$ cat src/brfd_pkg.sv
// Shared types and constants for the byte ring FIFO with frame drain.
// No dependencies.
package brfd_pkg;

   localparam int DEPTH    = 64;
   localparam int ADDR_W   = $clog2(DEPTH);
   localparam int DATA_W   = 8;
   localparam int AMOUNT_W = 6;
   localparam int CNT_W    = 6;
   localparam int STATUS_W = 2;

   localparam logic [AMOUNT_W-1:0] FRAME_LIMIT_RESET = 6'd63;

   localparam logic [STATUS_W-1:0] STATUS_OK    = 2'd0;
   localparam logic [STATUS_W-1:0] STATUS_FULL  = 2'd1;
   localparam logic [STATUS_W-1:0] STATUS_EMPTY = 2'd2;

   typedef enum logic [2:0] {
      MODE_PUT     = 3'd0,
      MODE_GET     = 3'd1,
      MODE_PEEK_AT = 3'd2,
      MODE_SKIP    = 3'd3,
      MODE_DISCARD = 3'd4,
      MODE_READ    = 3'd5,
      MODE_PEEK    = 3'd6,
      MODE_DRAIN   = 3'd7
   } mode_type;

   // controller -> datapath
   typedef struct packed {
      logic latch;
      logic single;
      logic start_rd;
      logic step;
   } ctl_cmd_type;

   // datapath -> controller
   typedef struct packed {
      logic stream;
      logic cnt_last;
   } dp_sts_type;

endpackage

$ cat src/brfd_ram.sv
// Generic single-write, single-read RAM with registered read data.
// No dependencies.
module brfd_ram #(
   parameter int WIDTH = 8,
   parameter int DEPTH = 64
) (
   input  logic                     clock,
   input  logic                     wr_en,
   input  logic [$clog2(DEPTH)-1:0] wr_addr,
   input  logic [WIDTH-1:0]         wr_data,
   input  logic [$clog2(DEPTH)-1:0] rd_addr,
   output logic [WIDTH-1:0]         rd_data
);

   logic [WIDTH-1:0] mem_ff [DEPTH];
   logic [WIDTH-1:0] rd_data_ff;

   always_ff @(posedge clock) begin
      if (wr_en) begin
         mem_ff[wr_addr] <= wr_data;
      end
      rd_data_ff <= mem_ff[rd_addr];
   end

   assign rd_data = rd_data_ff;

endmodule

$ cat src/brfd_ctrl.sv
// Control state machine of the byte ring FIFO: sequences decode and byte streaming.
// Depends on brfd_pkg.
module brfd_ctrl
   import brfd_pkg::*;
(
   input  logic        clock,
   input  logic        reset,
   input  logic        start,
   output logic        busy,
   input  dp_sts_type  sts,
   output ctl_cmd_type cmd
);

   typedef enum logic [1:0] {
      ST_IDLE,
      ST_DECODE,
      ST_STREAM
   } state_type;

   state_type state_ff, state_in;
   logic      busy_ff, busy_in;

   always_comb begin
      cmd      = '0;
      state_in = state_ff;
      unique case (state_ff)
         ST_IDLE: begin
            cmd.latch = start;
            if (start) begin
               state_in = ST_DECODE;
            end
         end
         ST_DECODE: begin
            if (sts.stream) begin
               cmd.start_rd = 1'b1;
               state_in     = ST_STREAM;
            end else begin
               cmd.single = 1'b1;
               state_in   = ST_IDLE;
            end
         end
         ST_STREAM: begin
            cmd.step = 1'b1;
            if (sts.cnt_last) begin
               state_in = ST_IDLE;
            end
         end
         default: begin
            state_in = ST_IDLE;
         end
      endcase
      busy_in = (state_in != ST_IDLE);
   end

   always_ff @(posedge clock) begin
      if (reset) begin
         state_ff <= ST_IDLE;
         busy_ff  <= 1'b0;
      end else begin
         state_ff <= state_in;
         busy_ff  <= busy_in;
      end
   end

   assign busy = busy_ff;

endmodule

$ cat src/brfd_dp.sv
// Datapath of the byte ring FIFO: pointers, byte store, counters and result registers.
// Depends on brfd_pkg and brfd_ram.
module brfd_dp
   import brfd_pkg::*;
(
   input  logic                clock,
   input  logic                reset,
   input  ctl_cmd_type         cmd,
   output dp_sts_type          sts,
   input  logic [2:0]          req_mode,
   input  logic [DATA_W-1:0]   req_data_in,
   input  logic [AMOUNT_W-1:0] req_amount,
   input  logic                csr_write_enable,
   input  logic [AMOUNT_W-1:0] csr_write_data,
   output logic                rsp_strobe,
   output logic [DATA_W-1:0]   rsp_data_out,
   output logic [STATUS_W-1:0] rsp_status,
   output logic [ADDR_W-1:0]   rsp_level,
   output logic                rsp_last
);

   // latched request
   mode_type            mode_ff;
   logic [DATA_W-1:0]   data_ff;
   logic [AMOUNT_W-1:0] amount_ff;

   logic [ADDR_W-1:0]   wp_ff, wp_in;
   logic [ADDR_W-1:0]   rp_ff, rp_in;
   logic [ADDR_W-1:0]   addr_ff, addr_in;
   logic [CNT_W-1:0]    cnt_ff, cnt_in;
   logic [ADDR_W-1:0]   lvl_ff, lvl_in;
   logic [AMOUNT_W-1:0] frame_limit_ff;
   logic [DEPTH-1:0]    valid_ff;
   logic                vld_q_ff;

   logic                strobe_ff, strobe_in;
   logic [DATA_W-1:0]   data_out_ff, data_out_in;
   logic [STATUS_W-1:0] status_ff, status_in;
   logic [ADDR_W-1:0]   level_ff, level_in;
   logic                last_ff, last_in;

   logic [ADDR_W-1:0]   level;
   logic [ADDR_W-1:0]   wp_next;
   logic [ADDR_W-1:0]   rp_skip;
   logic [ADDR_W-1:0]   start_addr;
   logic [ADDR_W-1:0]   rd_addr;
   logic [AMOUNT_W-1:0] limit;
   logic [CNT_W-1:0]    read_n;
   logic [CNT_W-1:0]    drain_n;
   logic [CNT_W-1:0]    n;
   logic                stream;
   logic                full;
   logic                ram_we;
   logic [DATA_W-1:0]   ram_q;

   assign level   = wp_ff - rp_ff;
   assign wp_next = wp_ff + 1'b1;
   assign full    = (wp_next == rp_ff);
   assign rp_skip = rp_ff + ADDR_W'(amount_ff);
   assign limit   = (frame_limit_ff == '0) ? AMOUNT_W'(1) : frame_limit_ff;
   assign read_n  = (CNT_W'(level) < CNT_W'(amount_ff)) ? CNT_W'(level) : CNT_W'(amount_ff);
   assign drain_n = (CNT_W'(level) < CNT_W'(limit)) ? CNT_W'(level) : CNT_W'(limit);
   assign start_addr = (mode_ff == MODE_PEEK_AT) ? rp_skip : rp_ff;

   // which commands read bytes, and how many
   always_comb begin
      stream = 1'b0;
      n      = CNT_W'(1);
      case (mode_ff)
         MODE_GET:     stream = (level != '0);
         MODE_PEEK_AT: stream = 1'b1;
         MODE_READ, MODE_PEEK: begin
            stream = (read_n != '0);
            n      = read_n;
         end
         MODE_DRAIN: begin
            stream = (level != '0);
            n      = drain_n;
         end
         default: stream = 1'b0;
      endcase
   end

   assign sts.stream   = stream;
   assign sts.cnt_last = (cnt_ff == CNT_W'(1));

   always_comb begin
      wp_in       = wp_ff;
      rp_in       = rp_ff;
      addr_in     = addr_ff;
      cnt_in      = cnt_ff;
      lvl_in      = lvl_ff;
      rd_addr     = addr_ff;
      ram_we      = 1'b0;
      strobe_in   = 1'b0;
      data_out_in = data_out_ff;
      status_in   = status_ff;
      level_in    = level_ff;
      last_in     = last_ff;

      if (cmd.single) begin
         strobe_in   = 1'b1;
         data_out_in = '0;
         last_in     = 1'b1;
         status_in   = STATUS_OK;
         level_in    = level;
         case (mode_ff)
            MODE_PUT: begin
               if (full) begin
                  status_in = STATUS_FULL;
               end else begin
                  ram_we   = 1'b1;
                  wp_in    = wp_next;
                  level_in = level + 1'b1;
               end
            end
            MODE_SKIP: begin
               rp_in    = rp_skip;
               level_in = wp_ff - rp_skip;
            end
            MODE_DISCARD: begin
               rp_in    = wp_ff;
               level_in = '0;
            end
            default: begin
               // get, read, peek or drain with nothing to give
               status_in = STATUS_EMPTY;
            end
         endcase
      end

      if (cmd.start_rd) begin
         rd_addr = start_addr;
         addr_in = start_addr + 1'b1;
         cnt_in  = n;
         lvl_in  = level;
         case (mode_ff)
            MODE_GET, MODE_READ: rp_in = rp_ff + ADDR_W'(n);
            MODE_DRAIN:          rp_in = wp_ff;
            default:             rp_in = rp_ff;
         endcase
      end

      if (cmd.step) begin
         strobe_in   = 1'b1;
         data_out_in = vld_q_ff ? ram_q : '0;
         status_in   = STATUS_OK;
         last_in     = (cnt_ff == CNT_W'(1));
         cnt_in      = cnt_ff - 1'b1;
         addr_in     = addr_ff + 1'b1;
         case (mode_ff)
            MODE_GET, MODE_READ: begin
               level_in = lvl_ff - 1'b1;
               lvl_in   = lvl_ff - 1'b1;
            end
            MODE_DRAIN: level_in = '0;
            default:    level_in = lvl_ff;
         endcase
      end
   end

   brfd_ram #(
      .WIDTH (DATA_W),
      .DEPTH (DEPTH)
   ) u_ram (
      .clock   (clock),
      .wr_en   (ram_we),
      .wr_addr (wp_ff),
      .wr_data (data_ff),
      .rd_addr (rd_addr),
      .rd_data (ram_q)
   );

   always_ff @(posedge clock) begin
      if (reset) begin
         wp_ff          <= '0;
         rp_ff          <= '0;
         valid_ff       <= '0;
         frame_limit_ff <= FRAME_LIMIT_RESET;
         strobe_ff      <= 1'b0;
      end else begin
         wp_ff     <= wp_in;
         rp_ff     <= rp_in;
         strobe_ff <= strobe_in;
         if (ram_we) begin
            valid_ff[wp_ff] <= 1'b1;
         end
         if (csr_write_enable) begin
            frame_limit_ff <= csr_write_data;
         end
      end
   end

   always_ff @(posedge clock) begin
      if (cmd.latch) begin
         mode_ff   <= mode_type'(req_mode);
         data_ff   <= req_data_in;
         amount_ff <= req_amount;
      end
      addr_ff     <= addr_in;
      cnt_ff      <= cnt_in;
      lvl_ff      <= lvl_in;
      vld_q_ff    <= valid_ff[rd_addr];   // tracks the RAM's registered read
      data_out_ff <= data_out_in;
      status_ff   <= status_in;
      level_ff    <= level_in;
      last_ff     <= last_in;
   end

   assign rsp_strobe   = strobe_ff;
   assign rsp_data_out = data_out_ff;
   assign rsp_status   = status_ff;
   assign rsp_level    = level_ff;
   assign rsp_last     = last_ff;

endmodule

$ cat src/byte_ring_fifo_frame_drain.sv
// Byte ring FIFO, 64 slots, at most 63 unread bytes. A request is taken when start is high and busy low.
// Put, skip, discard and every empty case: one result from decode; the next request can be taken
// while it is strobed. Get, peek_at, read, peek, drain: bytes come from the byte store's single
// registered read port, one byte per cycle; the next request can be taken while the last is strobed.
// Results are strobed for one cycle and cannot be stalled. Synchronous reset empties the ring,
// marks every slot as zero and sets frame_limit to 63.
module byte_ring_fifo_frame_drain
   import brfd_pkg::*;
(
   input  logic                clock,
   input  logic                reset,
   input  logic                start,
   output logic                busy,
   input  logic [2:0]          req_mode,
   input  logic [DATA_W-1:0]   req_data_in,
   input  logic [AMOUNT_W-1:0] req_amount,
   input  logic                csr_write_enable,
   input  logic [AMOUNT_W-1:0] csr_write_data,
   output logic                rsp_strobe,
   output logic [DATA_W-1:0]   rsp_data_out,
   output logic [STATUS_W-1:0] rsp_status,
   output logic [ADDR_W-1:0]   rsp_level,
   output logic                rsp_last
);

   ctl_cmd_type cmd;
   dp_sts_type  sts;

   brfd_ctrl u_ctrl (
      .clock (clock),
      .reset (reset),
      .start (start),
      .busy  (busy),
      .sts   (sts),
      .cmd   (cmd)
   );

   brfd_dp u_dp (
      .clock            (clock),
      .reset            (reset),
      .cmd              (cmd),
      .sts              (sts),
      .req_mode         (req_mode),
      .req_data_in      (req_data_in),
      .req_amount       (req_amount),
      .csr_write_enable (csr_write_enable),
      .csr_write_data   (csr_write_data),
      .rsp_strobe       (rsp_strobe),
      .rsp_data_out     (rsp_data_out),
      .rsp_status       (rsp_status),
      .rsp_level        (rsp_level),
      .rsp_last         (rsp_last)
   );

endmodule

$ cat config.mk
export PLATFORM = sky130hd
export DESIGN_NAME = byte_ring_fifo_frame_drain
export DESIGN_NICKNAME = d
export VERILOG_FILES = /design/src/brfd_pkg.sv /design/src/brfd_ram.sv /design/src/brfd_ctrl.sv /design/src/brfd_dp.sv /design/src/byte_ring_fifo_frame_drain.sv
export SDC_FILE = /design/constraint.sdc
export NUM_CORES = 1
export LEC_CHECK = 0
export ABC_AREA = 1
export BUFFER_PORTS_ARGS = -buffer_cell sky130_fd_sc_hd__buf_2
export CAP_MARGIN = 20
export CORE_MARGIN = 3
export CORE_UTILIZATION = 45
export DETAILED_ROUTE_END_ITERATION = 10
export GPL_TIMING_DRIVEN = 0
export SETUP_SLACK_MARGIN = 0.02
export SLEW_MARGIN = 20
export SYNTH_ARGS = -nofsm -noshare
export SYNTH_HDL_FRONTEND = slang
export SYNTH_HIERARCHICAL = 1
export SYNTH_SLANG_ARGS = --single-unit
$ cat constraint.sdc
create_clock -name clock -period 17.1 [get_ports clock]
set_input_delay 0.855 -clock clock [delete_from_list [all_inputs] [get_ports clock]]
set_output_delay 0.855 -clock clock [all_outputs]
set_load 0.05 [all_outputs]
==> results.cfg, run 1 <==
[drt]
drt_iter0_drc = 2147
vias = 21906
vias_per_cell = 5.57
dr.pass1.iters = 6
ant_nets = 0
post_drt_wl_per_cell_um = 22.4
drcViolationCount = 0
routed_wl_um = 88000

[setup_path]
crit_type = register to register
cp-start-kind = register
crit_required_ps = 17310
rr_endpoint = u_dp/u_ram/mem_ff[28][2]
cp.arrival_ps = 8710
worstReg2RegStart = u_dp/wp_ff[0]
worstRegToRegCells = 32
path_max_fanout = 10
cp-end-kind = register
reg2reg_setup_slack_ps = 8600
cpMaxStageDelayCell = nor2_1
startpoint = u_dp/wp_ff[0]
cp_common_cell = nand2_1
cpPeakStageDelay_ps = 1140

[logic_synthesis]
yosysTopAreaCellShare_pct = 56.8
synth_area_um2 = 29400
synth_common_cells = nand2_1 (862), edfxtp_1 (556), nand3_1 (526)
ys_seq_area_share_pct = 63.9
synth_ff_type = edfxtp_1
synth_nets = 2940
synth.area.top_cells = edfxtp_1 (57%), nand2_1 (11%), nand3_1 (9.0%), dfxtp_1 (7.0%), inv_1 (2.3%)
synthMostInstantiatedCell = nand2_1
netlist-cell-type-count = 44
syn_inst = 2874
synth.largest_area_cell = edfxtp_1
ys_ff_latch = 659
synth_area_per_cell_um2 = 10.2
synth-edff-count = 556
async_flop_share_pct = 0
synth-warning-count = 6

[cells_and_area]
finalNetCount = 3093
final_cell_area_um2 = 33500
finish.utilization_pct = 51.9
drive_above_1_share_pct = 10.7
diodes = 0
area_delta_synth_final_pct = 13.9
stdcell_count = 3935

[sta]
hold_slack_ps = 405
worst_slack_ps = 8600
setup_viol = 0
clock_skew_ps = 31.2
hold_viol_final = 0
drv_slew = 0
max-slew-margin-rel_pct = 27.8
worst_pin_slew_ps = 1080
post-route-period-util_pct = 49.7
rsz0062_at_grt = false
finalCriticalPeriod_ps = 8500
fmax_ghz = 0.118
finalSetupTns_ps = 0

[min_path]
hold_path_startpoint = req_amount[0]
holdPathStages = 1
hold_path_end = u_dp/amount_ff[0]
hp-class = input pin to register

[power_and_ir_drop]
p_per_area_nw_per_um2 = 125
p_leak_nw = 12.7
power_mw = 4.17
vdd_drop_max_v = 0.0000833

[placed_design]
place.gp.congestion = 0.936
placed_area_um2 = 31200
hpwl_um = 63600
pre_cts_slack_ps = 8780
post-place-cells = 3809
portBuffers = 45

[clock_tree]
cts_tree = built
root_buffer = clkbuf_16
cts_max_level = 3
cts_sinks = 659
cts.clk_slew.worst_paths_ps = 60
clk_latency_ps = 620
clockBufferDepth = 3
cts_resized = 0
holdBufCountCts = 0
cts_setup_buffers = 0
cts_buffers = 71

[outcome]
outcome = completed

[floorplanning]
rows = 93
start_util_pct = 45.6
dieArea_um2 = 68400
pin_count = 46
core_um2 = 64500
die_w_um = 262
die_h_um = 262

[global_routing]
track_usage_pct = 25.8
antenna_found_initial = 0
grt_pass1_wl_um = 131000
overflow = 0
grt_start_max_net_pins = 22
grt_pass1_vias = 21273

[run]
drv_cap = 0
==> state kept, by name, indices dropped and copies added (netlist names), 8 cells and up <==
signal / flops
u_dp/data_ff: 8
u_dp/rsp_data_out: 8
u_dp/u_ram/mem_ff: 512
u_dp/u_ram/rd_data: 8
u_dp/valid_ff: 64
==> cell type report <==
type                            instances  area [µm²]
Buffer                                154        1020
Clock buffer                           85        1860
Multi-Input combinational cell       1873        8930
Fill cell                            5765       31000
Clock inverter                         41         357
Tap cell                              855        1070
Timing Repair Buffer                   80         743
Sequential cell                       659       18800
Inverter                              188         718
==> placed cells by master (no fill, tap or decap), types with 11 or more instances in the layout <==
cell type / n
edfxtp_1: 556
buf_4: 28
buf_2: 94
buf_6: 37
xor2_1: 18
buf_8: 24
o211ai_1: 44
clkinv_2: 12
inv_1: 177
ha_1: 35
o21ai_0: 70
o21ai_1: 16
clkbuf_16: 72
nand3_1: 526
a21oi_1: 107
dfxtp_1: 103
clkbuf_1: 47
buf_1: 11
clkinv_1: 14
nand2_1: 862
nor2_1: 112
nand4_1: 14
==> per-layer routing <==
layer / up-vias / global-route usage [%] / part of all wire (%)
met2: 922 / 43.3 / 48
met1: 10607 / 34.0 / 41
met3: 172 / 3.74 / 7.1
met5: - / 0 / 0
met4: 0 / 10.4 / 3.7
li1: 10205 / - / -
==> report_power, final <==
group	switching (mW)	internal, mW
combinational	0.608	0.258
sequential	0.0287	1.79
clock	0.638	0.843
total	1.27	2.89
==> kinds of logic after synthesis <==
group | count (synthesis) | share of synthesized area [%]
xor+xnor | 26 | 0.775
compound gates | 252 | 4.78
simple gates | 1556 | 22.9
buf+inv | 342 | 5.93
fa+ha+maj | 39 | 1.76
flops | 659 | 63.9
==> how the worst max path moves through the flow <==
stage,to,slack (ps),depth (start not counted)
floorplan,u_dp/u_ram/mem_ff[48][0],11280,32
CTS,u_dp/u_ram/mem_ff[28][2],8700,32
global route,u_dp/u_ram/mem_ff[28][2],8250,32
detailed placement,u_dp/u_ram/mem_ff[28][5],8780,32
global placement,u_dp/u_ram/mem_ff[52][1],8560,32
finish,u_dp/u_ram/mem_ff[28][2],8600,32
==> worst max-delay path, delay by kind of cell (launching register included) <==
family,cells,cell delay (ps)
compound gates,3,340
fa+ha+maj,3,970
buf+inv,11,1930
flops,1,350
simple gates,15,4480
No activity file was read; power rests on OpenSTA's default activity.
==> run 2, diff against run 1 <==
Settings changed: ABC_AREA 1 to 0.
Clock period 17.1 ns to 8.89 ns, I/O delays scaled along.
==> run 2 against run 1 <==
Sequential share of layout area is 2.0 points higher. Power is 81% higher. Critical endpoint is now u_dp/u_ram/rd_data[5]. Global-route usage is 3.5 points lower. Sequential cell count stayed put. Die area is 3.9% lower.
==> results.cfg, run 2 <==
[outcome]
outcome = completed

[setup_path]
worstRegToRegCells = 29
cp.arrival_ps = 8910
startpoint = u_dp/wp_ff[0]
path_max_fanout = 10
cp_common_cell = inv_1
cp_num_buf_inv = 12
cp_num_cells = 29
crit_required_ps = 9310
cp-endpoint = u_dp/u_ram/rd_data[5]
cp-end-kind = register
cp_top_family = buffers and inverters
rr_endpoint = u_dp/u_ram/rd_data[5]
cpPeakStageDelay_ps = 700
cpMaxStageDelayCell = clkbuf_1
cp-start-kind = register
crit_type = register to register
reg2reg_setup_slack_ps = 400
worstReg2RegStart = u_dp/wp_ff[0]

[clock_tree]
cts_tree = built
clockBufferDepth = 3
cts_max_level = 3
clk_latency_ps = 600
cts.clk_slew.worst_paths_ps = 60
root_buffer = clkbuf_16
cts_sinks = 659
cts_buffers = 70

[cells_and_area]
stdcell_count = 2823
final_cell_mix = edfxtp_1 (556), nor2_1 (156), mux4_2 (126)
final_common_cell = edfxtp_1
final-seq-area_um2 = 18800
reg.largest.list = u_dp/u_ram/mem_ff (512), u_dp/valid_ff (64)
fillers = 4992
diodes = 0
largest_reg_flops = 512
multiInputGateArea_um2 = 8770
area_delta_synth_final_pct = 14.6
finalNetCount = 2003
finish.utilization_pct = 52.3
drive_above_1_share_pct = 19.5
max_flop_register = u_dp/u_ram/mem_ff

[floorplanning]
rows = 91
pin_count = 46
dieArea_um2 = 65700
start_util_pct = 45.6
core_um2 = 61800
die_h_um = 256
die_w_um = 256

[logic_synthesis]
synth_area_per_cell_um2 = 15.8
async_flop_share_pct = 0
synth_area_um2 = 28200
synth_nets = 1847
synth.largest_area_cell = edfxtp_1
netlist-cell-type-count = 92
syn_inst = 1781
ys_seq_area_share_pct = 66.5
synth.area.top_cells = edfxtp_1 (59%), mux4_2 (10%), dfxtp_1 (7.3%), mux2i_1 (3.0%), nor2_1 (2.1%)
ys_ff_latch = 659
synth-edff-count = 556
synthMostInstantiatedCell = edfxtp_1
synth_ff_type = edfxtp_1
synth-warning-count = 6
synth_common_cells = edfxtp_1 (556), nor2_1 (156), mux4_2 (126)
yosysTopAreaCellShare_pct = 59.2

[sta]
post-route-period-util_pct = 95.5
hold_viol_final = 0
max-slew-margin-rel_pct = 32.4
finalCriticalPeriod_ps = 8490
drv_slew = 0
rsz0062_at_grt = false
finalSetupTns_ps = 0
clock_skew_ps = 26.4
setup_viol = 0
hold_slack_ps = 35.0
fmax_ghz = 0.118
worst_pin_slew_ps = 1010

[drt]
drcViolationCount = 0
post_drt_wl_per_cell_um = 26.0
ant_nets = 0
dr.pass1.iters = 5
vias = 16778
routed_wl_um = 73400
vias_per_cell = 5.94
drt_iter0_drc = 1782

[global_routing]
grt_pass1_vias = 16975
grt_pass1_wl_um = 109000
overflow = 0
grt_start_max_net_pins = 27
antenna_found_initial = 1
track_usage_pct = 22.3

[min_path]
hp-class = input pin to register
holdPathStages = 1

[run]
drv_cap = 0

[power_and_ir_drop]
p_leak_nw = 10.8
p_per_area_nw_per_um2 = 233
power_mw = 7.53
vdd_drop_max_v = 0.000106

[placed_design]
hpwl_um = 51300
post-place-cells = 2686
place.gp.congestion = 0.894
portBuffers = 44
-- run 2: worst register-to-register path, delay by kind of cell (launching register included) --
family	cells	cell delay (ps)
xor+xnor	1	390
fa+ha+maj	3	920
mux	1	250
buf+inv	12	3430
simple gates	6	1340
compound gates	6	1520
flops	1	450
-- run 2: cell families (layout without fill, tap and decap cells) --
group | after synthesis | in the layout | synth area share, %
compound gates | 272 | 272 | 7.02
xor+xnor | 33 | 33 | 1.05
fa+ha+maj | 39 | 39 | 1.84
buf+inv | 144 | 349 | 2.53
flops | 659 | 659 | 66.5
mux | 230 | 230 | 13.9
simple gates | 404 | 404 | 7.18
-- run 2: metrics by stage --
step           setup WS, ps  cell area (µm²)
2_1_floorplan          2400            28200
3_3_place_gp           -176            29500
3_5_place_dp           -258            29900
4_1_cts                 114            32300
5_1_grt                24.3            32300
6_report                399            32300
-- run 2: report_power, final --
| group | switching [mW] | total (mW) | internal, mW |
|---|---|---|---|
| sequential | 0.0604 | 3.49 | 3.43 |
| combinational | 0.721 | 1.20 | 0.482 |
| clock | 1.16 | 2.83 | 1.67 |
| total | 1.94 | 7.53 | 5.58 |
-- run 2: repair_timing --
item                       CTS  global route
hold buffers                14             0
gates cloned                 0             0
hold endpoints to repair    14             0
pin swaps                    0             1
resized for setup            3             2
setup buffers                0             3
setup endpoints to repair    8           178
-- run 2: layout make-up --
class | instances | area share (%)
multi-input cells | 978 | 27.1
flip-flops and latches | 659 | 58.0
well taps | 837 | 3.24
clock inverters | 31 | 0.929
plain buffers | 97 | 1.67
inverters | 46 | 0.546
repair buffers | 85 | 2.55
clock buffers | 90 | 5.94
-- run 2: worst min path at each step --
stage | from | endpoint | slack, ps
2_1_floorplan | u_dp/valid_ff[41] | u_dp/valid_ff[41] | 420
3_3_place_gp | u_dp/valid_ff[41] | u_dp/valid_ff[41] | 440
5_1_grt | req_data_in[3] | u_dp/data_ff[3] | 20
3_5_place_dp | u_dp/valid_ff[45] | u_dp/valid_ff[45] | 450
6_report | req_data_in[1] | u_dp/data_ff[1] | 30
4_1_cts | req_data_in[3] | u_dp/data_ff[3] | 1
-- run 2: routing by layer --
metal	track usage [%]	vias up	share of wire (%)
met2	37.1	607	49
met4	8.96	0	3.7
met5	0	-	0
met3	3.51	162	6.0
met1	29.6	8632	42
li1	-	7377	-
==> run 3, diff against run 2 <==
Settings changed: HOLD_SLACK_MARGIN from default to 0.05, TNS_END_PERCENT from default to 1.
Clock period 8.89 ns to 10.7 ns, I/O delays scaled along.
==> run 3 against run 2 <==
Clock-buffer cell count is the same. Routed wire length is 0.32% lower. Global-route usage fell by 0.057 points. Combinational power down 18%. Sequential share of layout area grew 0.31 points. Hold slack better by 79 ps. Sequential cell count did not move. Critical path type unchanged.
==> results.cfg, run 3 (synthesized netlist as in run 2, its figures left out) <==
[outcome]
outcome = completed

[cells_and_area]
largest_reg_flops = 512
final_cell_mix = edfxtp_1 (556), nor2_1 (156), mux4_2 (126)
multiInputGateArea_um2 = 8760
diodes = 0
max_flop_register = u_dp/u_ram/mem_ff
area_delta_synth_final_pct = 14.0
final_common_cell = edfxtp_1
reg.largest.list = u_dp/u_ram/mem_ff (512), u_dp/valid_ff (64)
finalNetCount = 1987
finish.utilization_pct = 52.0
drive_above_1_share_pct = 19.3
final_cell_area_um2 = 32200
final-seq-area_um2 = 18800
fillers = 5003

[power_and_ir_drop]
p_leak_nw = 10.7
vdd_drop_max_v = 0.0000881
p_per_area_nw_per_um2 = 194

[setup_path]
crit_required_ps = 11130
worstRegToRegCells = 30
crit_type = register to register
cp_common_cell = inv_1
cpPeakStageDelay_ps = 690
path_max_fanout = 10
cp-end-kind = register
cp.arrival_ps = 9720
cpMaxStageDelayCell = clkbuf_1
cp-start-kind = register

[clock_tree]
cts_sinks = 659
cts_setup_buffers = 0
cts_tree = built
cts_buffers = 70
cts_max_level = 3
root_buffer = clkbuf_16
cts_resized = 0
cts.clk_slew.worst_paths_ps = 60
holdBufCountCts = 0
clockBufferDepth = 3
clk_latency_ps = 600

[placed_design]
hpwl_um = 51300
place.gp.congestion = 0.894
pre_cts_slack_ps = 1550
placed_area_um2 = 29900
portBuffers = 44

[sta]
post-route-period-util_pct = 86.8
max-slew-margin-rel_pct = 22.2
clock_skew_ps = 26.1
drv_slew = 0
fmax_ghz = 0.108
rsz0062_at_grt = false
hold_viol_final = 0
finalSetupTns_ps = 0
finalCriticalPeriod_ps = 9290
worst_slack_ps = 1410
setup_viol = 0
hold_slack_ps = 114
worst_pin_slew_ps = 1170

[drt]
vias = 16740
post_drt_wl_per_cell_um = 26.1
vias_per_cell = 5.96
drt_iter0_drc = 1647
drcViolationCount = 0
dr.pass1.iters = 5
routed_wl_um = 73200
ant_nets = 0

[floorplanning]
pin_count = 46
die_h_um = 256
core_um2 = 61800
start_util_pct = 45.6
die_w_um = 256
rows = 91
dieArea_um2 = 65700

[run]
drv_cap = 0

[min_path]
holdPathStages = 1
hp-class = input pin to register

[global_routing]
grt_start_max_net_pins = 27
grt_pass1_wl_um = 109000
grt_pass1_vias = 16954
overflow = 0
track_usage_pct = 22.3
antenna_found_initial = 1
run 3: area by class of cell:
class                   instances  share of cell area (%)
flip-flops and latches        659                    58.3
multi-input cells             978                    27.2
clock buffers                  90                    5.97
well taps                     837                    3.26
repair buffers                 68                    2.05
plain buffers                  98                    1.68
clock inverters                31                   0.934
inverters                      46                   0.537
run 3: final timing paths:
path                      from               endpoint  slack [ps]
max              u_dp/wp_ff[0]  u_dp/u_ram/rd_data[2]        1410
min              req_amount[1]      u_dp/amount_ff[1]         110
max reg2reg      u_dp/wp_ff[0]  u_dp/u_ram/rd_data[2]        1410
min reg2reg  u_dp/valid_ff[33]      u_dp/valid_ff[33]         450
run 3: critical path: cells and delay by family (launching register included):
family                   cells  cell delay, ps
adder cells (fa/ha/maj)      3             920
AO/OA/AOI/OAI                5             910
multiplexers                 1             290
flip-flops                   1             450
AND/OR/NAND/NOR              9            1930
buffers and inverters       11            4020
XOR/XNOR                     1             540
run 3: power by group:
part           total (mW)  switching [mW]  leakage [nW]  internal [mW]
Clock                2.35           0.966          1.09           1.39
Sequential           2.90          0.0498          5.85           2.85
Combinational       0.986           0.596          3.78          0.390
run 3: layer usage:
layer	wire [µm]	global-route usage (%)
met1	30400	29.5
met5	0	0
met2	35600	37.1
met4	2720	9.02
met3	4490	3.46
run 3: metrics by stage:
| step | std cells | power, mW |
|---|---|---|
| floorplan | 1781 | 3.59 |
| global placement | 2662 | 3.90 |
| detailed placement | 2686 | 3.94 |
| CTS | 2807 | 6.30 |
| global route | 2807 | 6.47 |
| finish | 2807 | 6.24 |
